--- src/sv/tpq_pkg.sv ---
package tpq_pkg;

    // Register indexes on the configuration port.
    localparam logic [1:0] CFG_SWAP_XY       = 2'd0;
    localparam logic [1:0] CFG_SCREEN_WIDTH  = 2'd1;
    localparam logic [1:0] CFG_SCREEN_HEIGHT = 2'd2;

    localparam int unsigned CFG_INDEX_W = 2;
    localparam int unsigned CFG_DATA_W  = 16;

    localparam int unsigned NUM_SLOTS = 5;

    localparam logic [15:0] SCREEN_WIDTH_RESET  = 16'd320;
    localparam logic [15:0] SCREEN_HEIGHT_RESET = 16'd480;

    // Bits of the press state byte.
    localparam logic [7:0] PRESS_BIT     = 8'h80;
    localparam logic [7:0] CAUGHT_BIT    = 8'h40;
    localparam logic [7:0] RELEASE_KEEP  = 8'hE0;
    localparam logic [7:0] PRESS_CLEAR   = 8'h7F;

    // Mode byte patterns.
    localparam logic [7:0] MODE_NO_TOUCH = 8'h80;
    localparam logic [7:0] RELEASE_MASK  = 8'h8F;

    localparam logic [15:0] COORD_NONE = 16'hFFFF;

    // Poll counter wrap.
    localparam logic [7:0] WRAP_LIMIT  = 8'd240;
    localparam int unsigned WRAP_RELOAD = 10;

    typedef struct packed {
        logic [15:0] y;
        logic [15:0] x;
    } tpq_point_t;

    typedef struct packed {
        logic [7:0]  caller_mode;
        logic [7:0]  status_byte;
        logic [31:0] raw_point0;
        logic [31:0] raw_point1;
        logic [31:0] raw_point2;
        logic [31:0] raw_point3;
        logic [31:0] raw_point4;
    } tpq_item_t;

    typedef struct packed {
        logic        touched;
        logic [7:0]  touch_state;
        logic        clear_request;
        logic        sampled;
        logic [31:0] coord0;
        logic [31:0] coord1;
        logic [31:0] coord2;
        logic [31:0] coord3;
        logic [31:0] coord4;
    } tpq_result_t;

    // Control from the scan logic to the poll divider.
    typedef struct packed {
        logic advance;
        logic restart;
    } tpq_poll_ctrl_t;

    // Split one report word into a point; swap takes X from the high half.
    function automatic tpq_point_t tpq_decode(input logic [31:0] word, input logic swap);
        tpq_point_t p;
        if (swap)
        begin
            p.x = word[31:16];
            p.y = word[15:0];
        end
        else
        begin
            p.x = word[15:0];
            p.y = word[31:16];
        end
        return p;
    endfunction

endpackage

--- src/sv/tpq_if.sv ---
interface tpq_item_if import tpq_pkg::*; ();
    logic      valid;
    logic      ready;
    tpq_item_t data;

    modport source (output valid, output data, input ready);
    modport sink   (input valid, input data, output ready);
endinterface

interface tpq_result_if import tpq_pkg::*; ();
    logic        valid;
    logic        ready;
    tpq_result_t data;

    modport source (output valid, output data, input ready);
    modport sink   (input valid, input data, output ready);
endinterface

--- src/sv/tpq_poll_divider.sv ---
module tpq_poll_divider import tpq_pkg::*; #(
    parameter int unsigned POLL_DIVIDE = 10
) (
    input  logic           clk,
    input  logic           rst_n,
    input  tpq_poll_ctrl_t ctrl,
    output logic           sampled
);

    // The remainder by POLL_DIVIDE is tracked alongside the count, so no divider is needed.
    localparam int unsigned MOD_W      = $clog2(POLL_DIVIDE + 1);
    localparam logic [MOD_W-1:0] MOD_LAST   = MOD_W'(POLL_DIVIDE - 1);
    localparam logic [MOD_W-1:0] MOD_RELOAD = MOD_W'(WRAP_RELOAD % POLL_DIVIDE);
    localparam logic [7:0] DIVIDE_8 = 8'(POLL_DIVIDE);

    logic [7:0]       count_reg, count_next, count_inc;
    logic [MOD_W-1:0] mod_reg, mod_next, mod_inc;

    // The count never exceeds the wrap limit after a call, so the increment cannot overflow.
    assign count_inc = count_reg + 8'd1;
    assign mod_inc   = (mod_reg == MOD_LAST) ? '0 : mod_reg + MOD_W'(1);
    assign sampled   = (mod_inc == '0) || (count_inc < DIVIDE_8);

    always_comb
    begin
        count_next = count_reg;
        mod_next   = mod_reg;
        if (ctrl.advance)
        begin
            if (ctrl.restart)
            begin
                count_next = '0;
                mod_next   = '0;
            end
            else if (count_inc > WRAP_LIMIT)
            begin
                count_next = 8'(WRAP_RELOAD);
                mod_next   = MOD_RELOAD;
            end
            else
            begin
                count_next = count_inc;
                mod_next   = mod_inc;
            end
        end
    end

    always_ff @(posedge clk or negedge rst_n)
    begin
        if (!rst_n)
        begin
            count_reg <= '0;
            mod_reg   <= '0;
        end
        else
        begin
            count_reg <= count_next;
            mod_reg   <= mod_next;
        end
    end

endmodule

--- src/sv/touch_point_report_qualifier.sv ---
// Touch point report qualifier. Each transaction on the item channel stands for one scan call
// of a multi-touch controller: the caller's mode byte, the controller status byte and five raw
// point words. The block keeps the poll counter, the press state and five decoded points, and
// returns exactly one result transaction per item with the press state, the status clear
// request, whether the status was sampled, and all five points after the call. A new item is
// accepted in every clock cycle as long as the result register is empty or its transaction is
// being taken in the same cycle; the result is registered as its item is accepted. The whole
// call is decoded in a single pass of logic from the item port to the result register, so the
// throughput is one transaction per clock. The user must write configuration (XY swap, screen
// limits) via the plain write port only while no item is in flight; the block does not check.
module touch_point_report_qualifier import tpq_pkg::*; #(
    parameter int unsigned MAX_POINTS  = 5,
    parameter int unsigned POLL_DIVIDE = 10
) (
    input  logic                   clk,
    input  logic                   rst_n,
    tpq_item_if.sink               item,
    tpq_result_if.source           result,
    input  logic                   cfg_wr_en,
    input  logic [CFG_INDEX_W-1:0] cfg_index,
    input  logic [CFG_DATA_W-1:0]  cfg_data
);

    localparam logic [3:0] MAX_COUNT = 4'(MAX_POINTS);

    // Configuration registers.
    logic        swap_xy_reg;
    logic [15:0] screen_width_reg;
    logic [15:0] screen_height_reg;

    // Scan state.
    logic [7:0]  press_reg, press_next;
    tpq_point_t  point_reg  [NUM_SLOTS];
    tpq_point_t  point_next [NUM_SLOTS];

    // Result register.
    logic        result_valid_reg;
    tpq_result_t result_reg, result_next;

    logic           accept;
    logic           sampled;
    tpq_poll_ctrl_t poll_ctrl;

    logic [7:0]  mode;
    logic [3:0]  count;
    logic        take;
    logic        clear;
    logic        off_screen;
    logic        restart;
    tpq_point_t  decoded [NUM_SLOTS];
    logic [31:0] raw_word [NUM_SLOTS];

    // The item side may move whenever the result register will be free at the next edge.
    assign item.ready   = !result_valid_reg || result.ready;
    assign accept       = item.valid && item.ready;
    assign result.valid = result_valid_reg;
    assign result.data  = result_reg;

    assign poll_ctrl.advance = accept;
    assign poll_ctrl.restart = restart;

    tpq_poll_divider #(
        .POLL_DIVIDE (POLL_DIVIDE)
    ) u_poll_divider (
        .clk     (clk),
        .rst_n   (rst_n),
        .ctrl    (poll_ctrl),
        .sampled (sampled)
    );

    assign raw_word[0] = item.data.raw_point0;
    assign raw_word[1] = item.data.raw_point1;
    assign raw_word[2] = item.data.raw_point2;
    assign raw_word[3] = item.data.raw_point3;
    assign raw_word[4] = item.data.raw_point4;

    always_comb
    begin
        for (int i = 0; i < NUM_SLOTS; i++)
        begin
            decoded[i] = tpq_decode(raw_word[i], swap_xy_reg);
        end
    end

    assign count      = item.data.status_byte[3:0];
    assign take       = sampled && (count != 4'd0) && (count <= MAX_COUNT);
    assign clear      = sampled && item.data.status_byte[7] && (count <= MAX_COUNT);
    assign off_screen = (decoded[0].x > screen_width_reg) || (decoded[0].y > screen_height_reg);

    always_comb
    begin
        mode       = sampled ? item.data.status_byte : item.data.caller_mode;
        press_next = press_reg;
        restart    = 1'b0;
        for (int i = 0; i < NUM_SLOTS; i++)
        begin
            point_next[i] = point_reg[i];
        end

        if (take)
        begin
            // A valid report: one mask bit per reported point, point 0 backed up in slot 4 if fewer than five.
            press_next    = ~(8'hFF << count) | PRESS_BIT | CAUGHT_BIT;
            point_next[4] = point_reg[0];
            for (int i = 0; i < NUM_SLOTS; i++)
            begin
                if (press_next[i])
                begin
                    point_next[i] = decoded[i];
                end
            end
            if (off_screen)
            begin
                if (count > 4'd1)
                begin
                    // Point 0 off the screen but another finger is down: use point 1 instead.
                    point_next[0] = decoded[1];
                    restart       = 1'b1;
                end
                else
                begin
                    // A lone point off the screen is rejected and treated as no touch.
                    point_next[0] = point_reg[0];
                    press_next    = press_reg;
                    mode          = MODE_NO_TOUCH;
                end
            end
            else
            begin
                restart = 1'b1;
            end
        end

        // Release handling: ready bit with no touch points.
        if ((mode & RELEASE_MASK) == MODE_NO_TOUCH)
        begin
            if ((press_next & PRESS_BIT) != 8'h00)
            begin
                press_next = press_next & PRESS_CLEAR;
            end
            else
            begin
                point_next[0] = '{y: COORD_NONE, x: COORD_NONE};
                press_next    = press_next & RELEASE_KEEP;
            end
        end
    end

    always_comb
    begin
        result_next.touched       = take;
        result_next.touch_state   = press_next;
        result_next.clear_request = clear;
        result_next.sampled       = sampled;
        result_next.coord0        = point_next[0];
        result_next.coord1        = point_next[1];
        result_next.coord2        = point_next[2];
        result_next.coord3        = point_next[3];
        result_next.coord4        = point_next[4];
    end

    always_ff @(posedge clk or negedge rst_n)
    begin
        if (!rst_n)
        begin
            swap_xy_reg       <= 1'b0;
            screen_width_reg  <= SCREEN_WIDTH_RESET;
            screen_height_reg <= SCREEN_HEIGHT_RESET;
        end
        else if (cfg_wr_en)
        begin
            case (cfg_index)
                CFG_SWAP_XY:       swap_xy_reg       <= cfg_data[0];
                CFG_SCREEN_WIDTH:  screen_width_reg  <= cfg_data;
                CFG_SCREEN_HEIGHT: screen_height_reg <= cfg_data;
                default:           ;
            endcase
        end
    end

    always_ff @(posedge clk or negedge rst_n)
    begin
        if (!rst_n)
        begin
            press_reg <= '0;
            for (int i = 0; i < NUM_SLOTS; i++)
            begin
                point_reg[i] <= '0;
            end
        end
        else if (accept)
        begin
            press_reg <= press_next;
            for (int i = 0; i < NUM_SLOTS; i++)
            begin
                point_reg[i] <= point_next[i];
            end
        end
    end

    always_ff @(posedge clk or negedge rst_n)
    begin
        if (!rst_n)
        begin
            result_valid_reg <= 1'b0;
        end
        else if (accept)
        begin
            result_valid_reg <= 1'b1;
        end
        else if (result.ready)
        begin
            result_valid_reg <= 1'b0;
        end
    end

    always_ff @(posedge clk)
    begin
        if (accept)
        begin
            result_reg <= result_next;
        end
    end

endmodule

--- src/flat_wrapper.sv ---
// flat-port wrapper written by rule: the top's interface ports become plain ports
module touch_point_report_qualifier_flat import tpq_pkg::*;
#(
    parameter int unsigned MAX_POINTS  = 5,
    parameter int unsigned POLL_DIVIDE = 10
)
  (clk, rst_n, cfg_wr_en, cfg_index, cfg_data, item_valid, item_data, item_ready, result_valid, result_data, result_ready);
  tpq_item_if item_i ();
  tpq_result_if result_i ();
  input  logic clk;
  input  logic rst_n;
  input  logic cfg_wr_en;
  input  logic [CFG_INDEX_W-1:0] cfg_index;
  input  logic [CFG_DATA_W-1:0] cfg_data;
  input wire logic [$bits(item_i.valid)-1:0] item_valid;
  input wire logic [$bits(item_i.data)-1:0] item_data;
  output wire logic [$bits(item_i.ready)-1:0] item_ready;
  output wire logic [$bits(result_i.valid)-1:0] result_valid;
  output wire logic [$bits(result_i.data)-1:0] result_data;
  input wire logic [$bits(result_i.ready)-1:0] result_ready;
  assign item_i.valid = item_valid;
  assign item_i.data = item_data;
  assign item_ready = item_i.ready;
  assign result_valid = result_i.valid;
  assign result_data = result_i.data;
  assign result_i.ready = result_ready;
  touch_point_report_qualifier #(.MAX_POINTS(MAX_POINTS), .POLL_DIVIDE(POLL_DIVIDE)) u_core (.clk(clk), .rst_n(rst_n), .item(item_i), .result(result_i), .cfg_wr_en(cfg_wr_en), .cfg_index(cfg_index), .cfg_data(cfg_data));
endmodule
--- config.mk ---
export PLATFORM = sky130hd
export DESIGN_NAME = touch_point_report_qualifier_flat
export DESIGN_NICKNAME = d
export VERILOG_FILES = /design/src/sv/tpq_pkg.sv /design/src/sv/tpq_if.sv /design/src/sv/tpq_poll_divider.sv /design/src/sv/touch_point_report_qualifier.sv /design/src/flat_wrapper.sv
export SDC_FILE = /design/constraint.sdc
export NUM_CORES = 1
export LEC_CHECK = 0
export BUFFER_PORTS_ARGS = -buffer_cell sky130_fd_sc_hd__buf_2
export CAP_MARGIN = 20
export CORE_UTILIZATION = 60
export CTS_CLUSTER_DIAMETER = 120
export DETAILED_ROUTE_END_ITERATION = 12
export GPL_TIMING_DRIVEN = 0
export MAX_ROUTING_LAYER = met4
export PLACE_DENSITY_LB_ADDON = 0.15
export SLEW_MARGIN = 20
export SYNTH_ARGS = -nofsm -noshare
export SYNTH_HDL_FRONTEND = slang
export SYNTH_SLANG_ARGS = --single-unit
--- constraint.sdc ---
create_clock -name clk -period 17.7 [get_ports clk]
set_input_delay 0 -clock clk [delete_from_list [all_inputs] [get_ports clk]]
set_output_delay 0 -clock clk [all_outputs]
set_load 0.01 [all_outputs]
# Word level (Yosys, flattened, before mapping)
# Index checks and enable logic that the tools add are counted.
# Widths: inputs -> output; s select.
[word_totals] regBits=385 latchBits=0 mem_bits_rw=0 rom_bits=0 inputBits=199 output_inout_bits=173 elab_cells=90 mem_count=0
[op_classes] n_addsub=2 mul=0 div_mod_pow=0 n_lt_le_gt_ge=6 n_eq_ne=4 n_shift=1 muxes=34 bitwise=1 n_reduce_logical=16
[op_table] operator="$mux 32" n=14
[op_table] operator="$mux 160" n=1
[op_table] operator="$mux 8" n=10
[op_table] operator="$gt 16x16->1" n=2
[op_table] operator="$mux 4" n=3
[op_table] operator="$add 8x1->8 const B" n=1
[op_table] operator="$gt 8x8->1 const B" n=1
[op_table] operator="$lt 8x4->1 const B" n=1
[op_table] operator="$shl 8x4->6 const A" n=1
[op_table] operator="$not 6->6" n=1
[op_table] operator="$reduce_and 2->1" n=3
[op_table] operator="$eq 5x5->1 const B" n=1
[op_table] operator="$logic_and 1x1->1" n=5
[op_table] operator="$mux 1" n=5
[op_table] operator="$mux 5" n=1
[op_table] operator="$add 4x1->4 const B" n=1
[op_table] operator="$eq 4x4->1 const B" n=1
[op_table] operator="$gt 4x1->1 const B" n=1
[op_table] operator="$le 4x3->1 const B" n=1
[op_table] operator="$logic_not 4->1" n=1
[op_table] operator="$reduce_bool 4->1" n=1
[op_table] operator="$logic_or 1x1->1" n=3
[op_table] operator="$eq 2x1->1 const B" n=1
[op_table] operator="$eq 2x2->1 const B" n=1
[op_table] operator="other kinds (3)" n=3

# Longest topological paths before layout
# Gate-level depths: netlist (run 1).
[logic_depth] ltp_word=10 ltp_mapped=14 depth_no_buf=9

# Hierarchy
# Synthesis (run 1) repeated with hierarchy kept, for this count alone.
[unflattened] cells_unflattened=1687 hier_area_um2=19017.0
[by_module_without_submodules] module="touch_point_report_qualifier" n_inst=1 cells_per_inst=1585 area_per_inst_um2=18112.4 seq_area_each_um2=10197.3
[by_module_without_submodules] module="tpq_poll_divider" n_inst=1 cells_per_inst=102 area_per_inst_um2=904.6 seq_area_each_um2=300.3

# Worst setup path before layout (run 1)
# Ideal clock, no wire load.
[synth_path] path_kind="register to register" start="register u_core.result_valid_reg, in the netlist u_core.result.valid" end="register u_core.point_reg[14] in the netlist's numbering" setup_ns=0.091 arrival_time_ns=6.647 t_required_ns=17.609 slack_ns=10.962 stages_incl_launch_ff=7 path_buffers=2 period_less_slack_ns=6.738 path_cell_list="dfrtp_1 nand2b_1 nand2_1 inv_1 clkbuf_1 clkbuf_1 mux2_2"
[synth_between] elab_chain_len=3
[synth_rtl] element="from (decl)" line="touch_point_report_qualifier.sv:37" text="logic result_valid_reg;"
[synth_rtl] element="from (signal assigned)" line="touch_point_report_qualifier.sv:205" text="result_valid_reg <= 1'b0;"
[synth_rtl] element="from (signal assigned)" line="touch_point_report_qualifier.sv:209" text="result_valid_reg <= 1'b1;"
[synth_rtl] element="from (signal assigned)" line="touch_point_report_qualifier.sv:213" text="result_valid_reg <= 1'b0;"
[synth_rtl] element="$logic_not 1->1" line="touch_point_report_qualifier.sv:54" text="assign item.ready = !result_valid_reg || result.ready;"
[synth_rtl] element="$logic_or 1x1->1" line="touch_point_report_qualifier.sv:54"
[synth_rtl] element="named net item_ready" line="flat_wrapper.sv:17" text="output wire logic [$bits(item_i.ready)-1:0] item_ready;"
[synth_rtl] element="$logic_and 1x1->1" line="touch_point_report_qualifier.sv:55" text="assign accept = item.valid && item.ready;"
[synth_rtl] element="named net u_core.accept" line="touch_point_report_qualifier.sv:40" text="logic accept;"
[synth_rtl] element="to (signal, indexed assignment)" line="touch_point_report_qualifier.sv:196" text="point_reg[i] <= point_next[i];"
[synth_rtl] element="to (decl)" line="touch_point_report_qualifier.sv:33" text="tpq_point_t point_reg [NUM_SLOTS];"
# The timed path passes the listed nets, and every way through them passes these cells.
# A chain may end at the register's enable or synchronous reset.

==> flow_summary.yaml, run 1 <==
run_status:
  status: "completed"
floorplan:
  start_util_pct: 61.1
  core_um2: 31600
  ios: 372
  die_width_um: 181
  die_area_um2: 32900
  die_h_um: 181
  fp-row-count: 65
yosys:
  synth-simple-area-share_pct: 10.5
  ys_types: 61
  synth_most_common_cell: "dfrtp_1"
  yosysWarnings: 0
  synth_xor_xnor_area_share_pct: 0.0906
  synth_area_leaders: "dfrtp_1 (27%), edfxtp_1 (27%), mux2_2 (11%)"
  yosysSeqAreaShare_pct: 54.3
  netlist_instances: 1705
  synth_top_family_by_area: "multiplexers"
  synth_mux_area_share_pct: 18.2
  synth.top_cell.area_share_pct: 26.9
  async_flop_share_pct: 55.6
  synthFlopType: "dfrtp_1"
  synth.top_cells.by_count: "dfrtp_1 (208), nor2_1 (207), mux2_2 (195)"
  synth_edf_count: 171
  synthAdderAreaFrac_pct: 2.14
  syn_avg_cell_area_um2: 11.3
  synth_compound_gate_area_share_pct: 11.3
  synthesis.nets: 1937
  yosysTopAreaCell: "dfrtp_1"
  ys_ff_latch: 385
  synth_area_um2: 19300
worst_setup_path:
  critPathArrivalTime_ns: 6.13
  cp-start-kind: "register"
  end_kind: "register"
  cp.required_ns: 17.96
  critical_path_class: "reg -> reg"
  path_max_fanout: 10
pwr:
  powerDensity_nw_per_um2: 140
  p_leak_nw: 11.2
  ir_drop_uv: 117
  total_power_mw: 3.49
grt:
  grt_max_degree: 87
  grt_pass1_wl_um: 98000
  grt.overflow.total: 0
  grt_pass1_vias: 16873
  grtUsageTotal_pct: 40.6
  grt_antenna_before_repair: 10
clock_tree:
  cts_tree: "yes"
  path_clk_slew_ns: 0.06
  ctsLongestPathBuffers: 3
  cts_root_buf: "clkbuf_16"
  clkSinkCount: 385
  clk_latency_ns: 0.54
  cts_max_level: 2
  cts_resized: 0
  cts_inserted_buffers: 41
job:
  maxCapViolations: 0
detailed_routing:
  drc: 0
  wl_per_cell_um: 23.9
  finalWirelength_um: 65200
  dr_wl_met2_um: 31200
  topRoutingLayerUsed: "met4"
  antenna_left: 0
  dr.pass1.iters: 6
  via_count: 16933
  wl_met1_um: 25600
  first_iter_violations: 1684
  routed-wl-met3_um: 5630
  avgViaCountPerCell: 6.21
final_layout:
  areaGrowthSynthToFinish_pct: 28.4
  largest_register_ffs: 171
  nets: 2517
  drive_gt1_share_pct: 28.8
timing:
  rsz0062_at_grt: "no"
  tns_ns: 0
  drv_slew: 0
  period_minus_slack_ns: 5.87
  finalSetupViolations: 0
  hold_viol: 0
  worst_pin_slew_ns: 1.01
  max_freq_mhz: 170
  slew_headroom_pct: 33.0
  finalCritPeriodShare_pct: 33.2
  worst_clock_skew_ns: 0.0164
placement:
  hpwl_um: 44600
  gp_congestion: 0.932
  portBuffers: 363
hold_path:
  hold_path.class: "in -> reg"
[path summary, 6_finish.rpt]
| path | start | endpoint | slack, ns | cells past startpoint |
|---|---|---|---|---|
| max | u_core.swap_xy_reg | u_core.result.data[144] | 11.83 | 13 |
| min | item_data[115] | u_core.point_reg[115] | 0.01 | 3 |
| max reg2reg | u_core.swap_xy_reg | u_core.result.data[144] | 11.83 | 13 |
| min reg2reg | u_core.press_reg[5] | u_core.press_reg[5] | 0.48 | 1 |
| max in group asynchronous | rst_n | u_core.point_reg[99] | 15.93 | 4 |
| min in group asynchronous | rst_n | u_core.point_reg[137] | 0.49 | 3 |
[per-layer routing]
| metal | vias up | global-route usage (%) |
|---|---|---|
| met5 | - | - |
| met4 | 0 | 16.6 |
| met3 | 181 | 6.10 |
| met2 | 1054 | 63.9 |
| met1 | 8374 | 53.2 |
| li1 | 7324 | - |
[cell usage in the layout, fill, tap and decap left out, types with 32 or more instances in the layout]
cell           count
a21oi_1          121
and2_1            33
and3_1            35
buf_2            383
clkbuf_1          87
clkbuf_16         41
dfrtp_1          208
dlygate4sd3_1    169
edfxtp_1         171
ha_1              33
inv_1             43
mux2_2           195
mux2i_1          130
nand2_1          125
nor2_1           207
o21a_1            37
o21ai_0           74
o22a_1            32
o31ai_1           38
[area by class of cell]
class                   instances  area (µm²)
flip-flops and latches        385       10500
multi-input cells            1161        8160
fillers                      1977        6820
repair buffers                537        3660
clock buffers                  59        1140
plain buffers                 116         512
well taps                     402         503
inverters                      43         161
clock inverters                14         150
diodes                         11        27.5
[stage by stage]
stage               instance area [µm²]  hold slack [ns]  utilization (%)  worst slack [ns]  instances
floorplan                         19300           -0.296                -             10.96       1705
global placement                  21600            0.214             68.4              8.35       2470
detailed placement                21800          -0.0578             68.9             12.12       2475
CTS                               24800          0.00485             78.3             12.08       2717
global route                      24800           0.0365             78.4             11.59       2728
finish                            24800           0.0128             78.4             11.83       2728
[worst max-delay path: stages (launching register included)]
cell	delay, ns
dfrtp_1	0.33
clkbuf_1	0.43
clkbuf_1	0.62
clkbuf_1	0.61
mux2i_1	0.75
ha_1	0.24
nand4_1	0.11
nor4_1	0.62
inv_1	0.12
a21oi_2	0.49
buf_2	0.33
buf_2	0.31
nor2_1	0.11
o31ai_1	0.49
[kinds of logic after synthesis]
family                   after synthesis
buffers and inverters                159
AO/OA/AOI/OAI                        343
multiplexers                         327
AND/OR/NAND/NOR                      456
adder cells (fa/ha/maj)               33
XOR/XNOR                               2
flip-flops                           385
[repair_timing]
item,CTS,global route
endpoints found under the hold margin,389,0
setup buffers,0,0
hold buffers,169,0
[where the power goes]
group          switching (mW)  internal [mW]  total [mW]
combinational           0.662          0.520        1.18
clock                   0.359          0.493       0.851
sequential              0.177           1.28        1.45
total                    1.20           2.29        3.49
No activity file was read; power rests on OpenSTA's default activity.
==> run 2: changes to the inputs <==
- CORE_UTILIZATION: 60 -> 51
- clock period: 17.7 -> 5.4 ns (I/O delays scaled with it)
==> run 2 against run 1 <==
Against the previous run: sequential power rose to 3.3 times the previous value; largest cell class unchanged; core utilization down 11 points; die area up 17%; first-iteration DRC count down 19%; global-route usage down 6.6 points; largest power group unchanged; clock power rose to 3.5 times the previous value.
==> flow_summary.yaml, run 2 (synthesis gave the netlist of run 1 again) <==
final_layout:
  num-fill-cells: 2845
  areaGrowthSynthToFinish_pct: 29.4
  final_cell_mix: "buf_2 (383), dfrtp_1 (208), nor2_1 (207)"
  postLayoutCellArea_um2: 25000
  largest_register_ffs: 171
  nets: 2517
  regArea_um2: 10500
  fin_util_pct: 67.7
  fin_cells: 2826
  drive_gt1_share_pct: 29.2
  layout_commonest_cell: "buf_2"
  multiInputGateArea_um2: 8170
clock_tree:
  clk_latency_ns: 0.57
  cts_inserted_buffers: 42
  ctsLongestPathBuffers: 3
  cts_root_buf: "clkbuf_16"
  post_cts_buffers: 0
  cts_tree: "yes"
  cts_max_level: 2
  path_clk_slew_ns: 0.06
  clkSinkCount: 385
timing:
  rsz0062_at_grt: "no"
  drv_slew: 0
  worst_pin_slew_ns: 1.09
  slew_headroom_pct: 27.5
  finalSetupViolations: 0
  holdWs_ns: 0.0469
  finalCritPeriodShare_pct: 96.8
  max_freq_mhz: 191
  worst_clock_skew_ns: 0.0169
  tns_ns: 0
  fin_ws_ns: 0.174
  hold_viol: 0
  period_minus_slack_ns: 5.23
grt:
  grt_max_degree: 95
  grt_pass1_wl_um: 96000
  grtUsageTotal_pct: 34.1
  grt.overflow.total: 0
  grt_pass1_vias: 16349
  grt_antenna_before_repair: 3
detailed_routing:
  avgViaCountPerCell: 5.78
  dr.pass1.iters: 6
  wl_per_cell_um: 22.6
  finalWirelength_um: 63900
  via_count: 16331
  antenna_left: 0
  first_iter_violations: 1370
  drc: 0
floorplan:
  die_area_um2: 38700
  die_width_um: 197
  start_util_pct: 52.3
  fp-row-count: 70
  core_um2: 37000
  ios: 372
  die_h_um: 197
worst_setup_path:
  cp.required_ns: 5.65
  cp-endpoint: "u_core.result.data[142]"
  critical_path_class: "reg -> reg"
  rr_worst_depth: 13
  path_max_fanout: 10
  cp-start-kind: "register"
  timing.rr.end: "u_core.result.data[142]"
  r2r-start: "u_core.swap_xy_reg"
  r2r_setup_slack_ns: 0.17
  critPathArrivalTime_ns: 5.48
  end_kind: "register"
  critical_path.startpoint: "u_core.swap_xy_reg"
run_status:
  status: "completed"
pwr:
  total_power_mw: 11.5
  p_leak_nw: 11.2
  ir_drop_uv: 292
  powerDensity_nw_per_um2: 461
placement:
  gp_congestion: 0.954
  placedCellCount: 2575
  place_ws_ns: -0.238
  hpwl_um: 46200
  portBuffers: 363
  placed_area_um2: 21900
job:
  maxCapViolations: 0
hold_path:
  hold_path.class: "in -> reg"
==> run 2: timing repair <==
action | 4_1_cts | 5_1_grt
gates resized for setup | 1 | 8
hold buffers | 170 | 0
hold endpoints to repair | 325 | 0
setup endpoints to repair | 31 | 31
==> run 2: final cells by class <==
| type | count | area share (%) |
|---|---|---|
| clock buffers | 58 | 4.94 |
| clock inverters | 19 | 0.680 |
| inverters | 43 | 0.645 |
| diodes | 4 | 0.0400 |
| repair buffers | 536 | 14.5 |
| flip-flops and latches | 385 | 42.0 |
| multi-input cells | 1161 | 32.7 |
| well taps | 504 | 2.52 |
| plain buffers | 116 | 2.09 |
==> run 2: metal layers <==
layer | global-route usage (%) | vias up | routed length [µm] | share of wire [%]
li1 | - | 7330 | - | -
met1 | 46.6 | 8078 | 27200 | 43
met2 | 52.5 | 778 | 29500 | 46
met3 | 5.00 | 145 | 4950 | 7.7
met4 | 11.3 | 0 | 2200 | 3.4
met5 | - | - | 0 | 0
==> run 2: power breakdown <==
| group | internal [mW] | switching, mW | total (mW) |
|---|---|---|---|
| registers | 4.18 | 0.596 | 4.78 |
| logic | 1.70 | 2.12 | 3.81 |
| clock network | 1.74 | 1.20 | 2.94 |
==> run 2: how the worst min path moves through the flow <==
stage,depth (start not counted),slack (ns),start,endpoint
final,3,0.05,item_data[163],u_core.result.data[161]
after global routing,3,0.04,item_data[163],u_core.result.data[161]
after CTS,3,0.02,item_data[163],u_core.result.data[161]
after detailed placement,1,-0.10,rst_n,u_core.press_reg[6]
after global placement,2,0.21,item_valid,u_core.result.valid
after floorplan,0,-0.30,rst_n,u_core.point_reg[0]
==> run 2: worst max-delay path, stage by stage, from the launching register on <==
cell	delay, ns
dfrtp_1	0.32
clkbuf_1	0.53
clkbuf_2	0.50
clkbuf_2	0.41
mux2i_1	0.54
ha_1	0.24
inv_1	0.04
a21oi_1	0.13
o21ai_0	0.16
a211o_1	0.42
a21oi_2	0.47
o32a_1	0.41
buf_1	0.47
o31ai_1	0.26
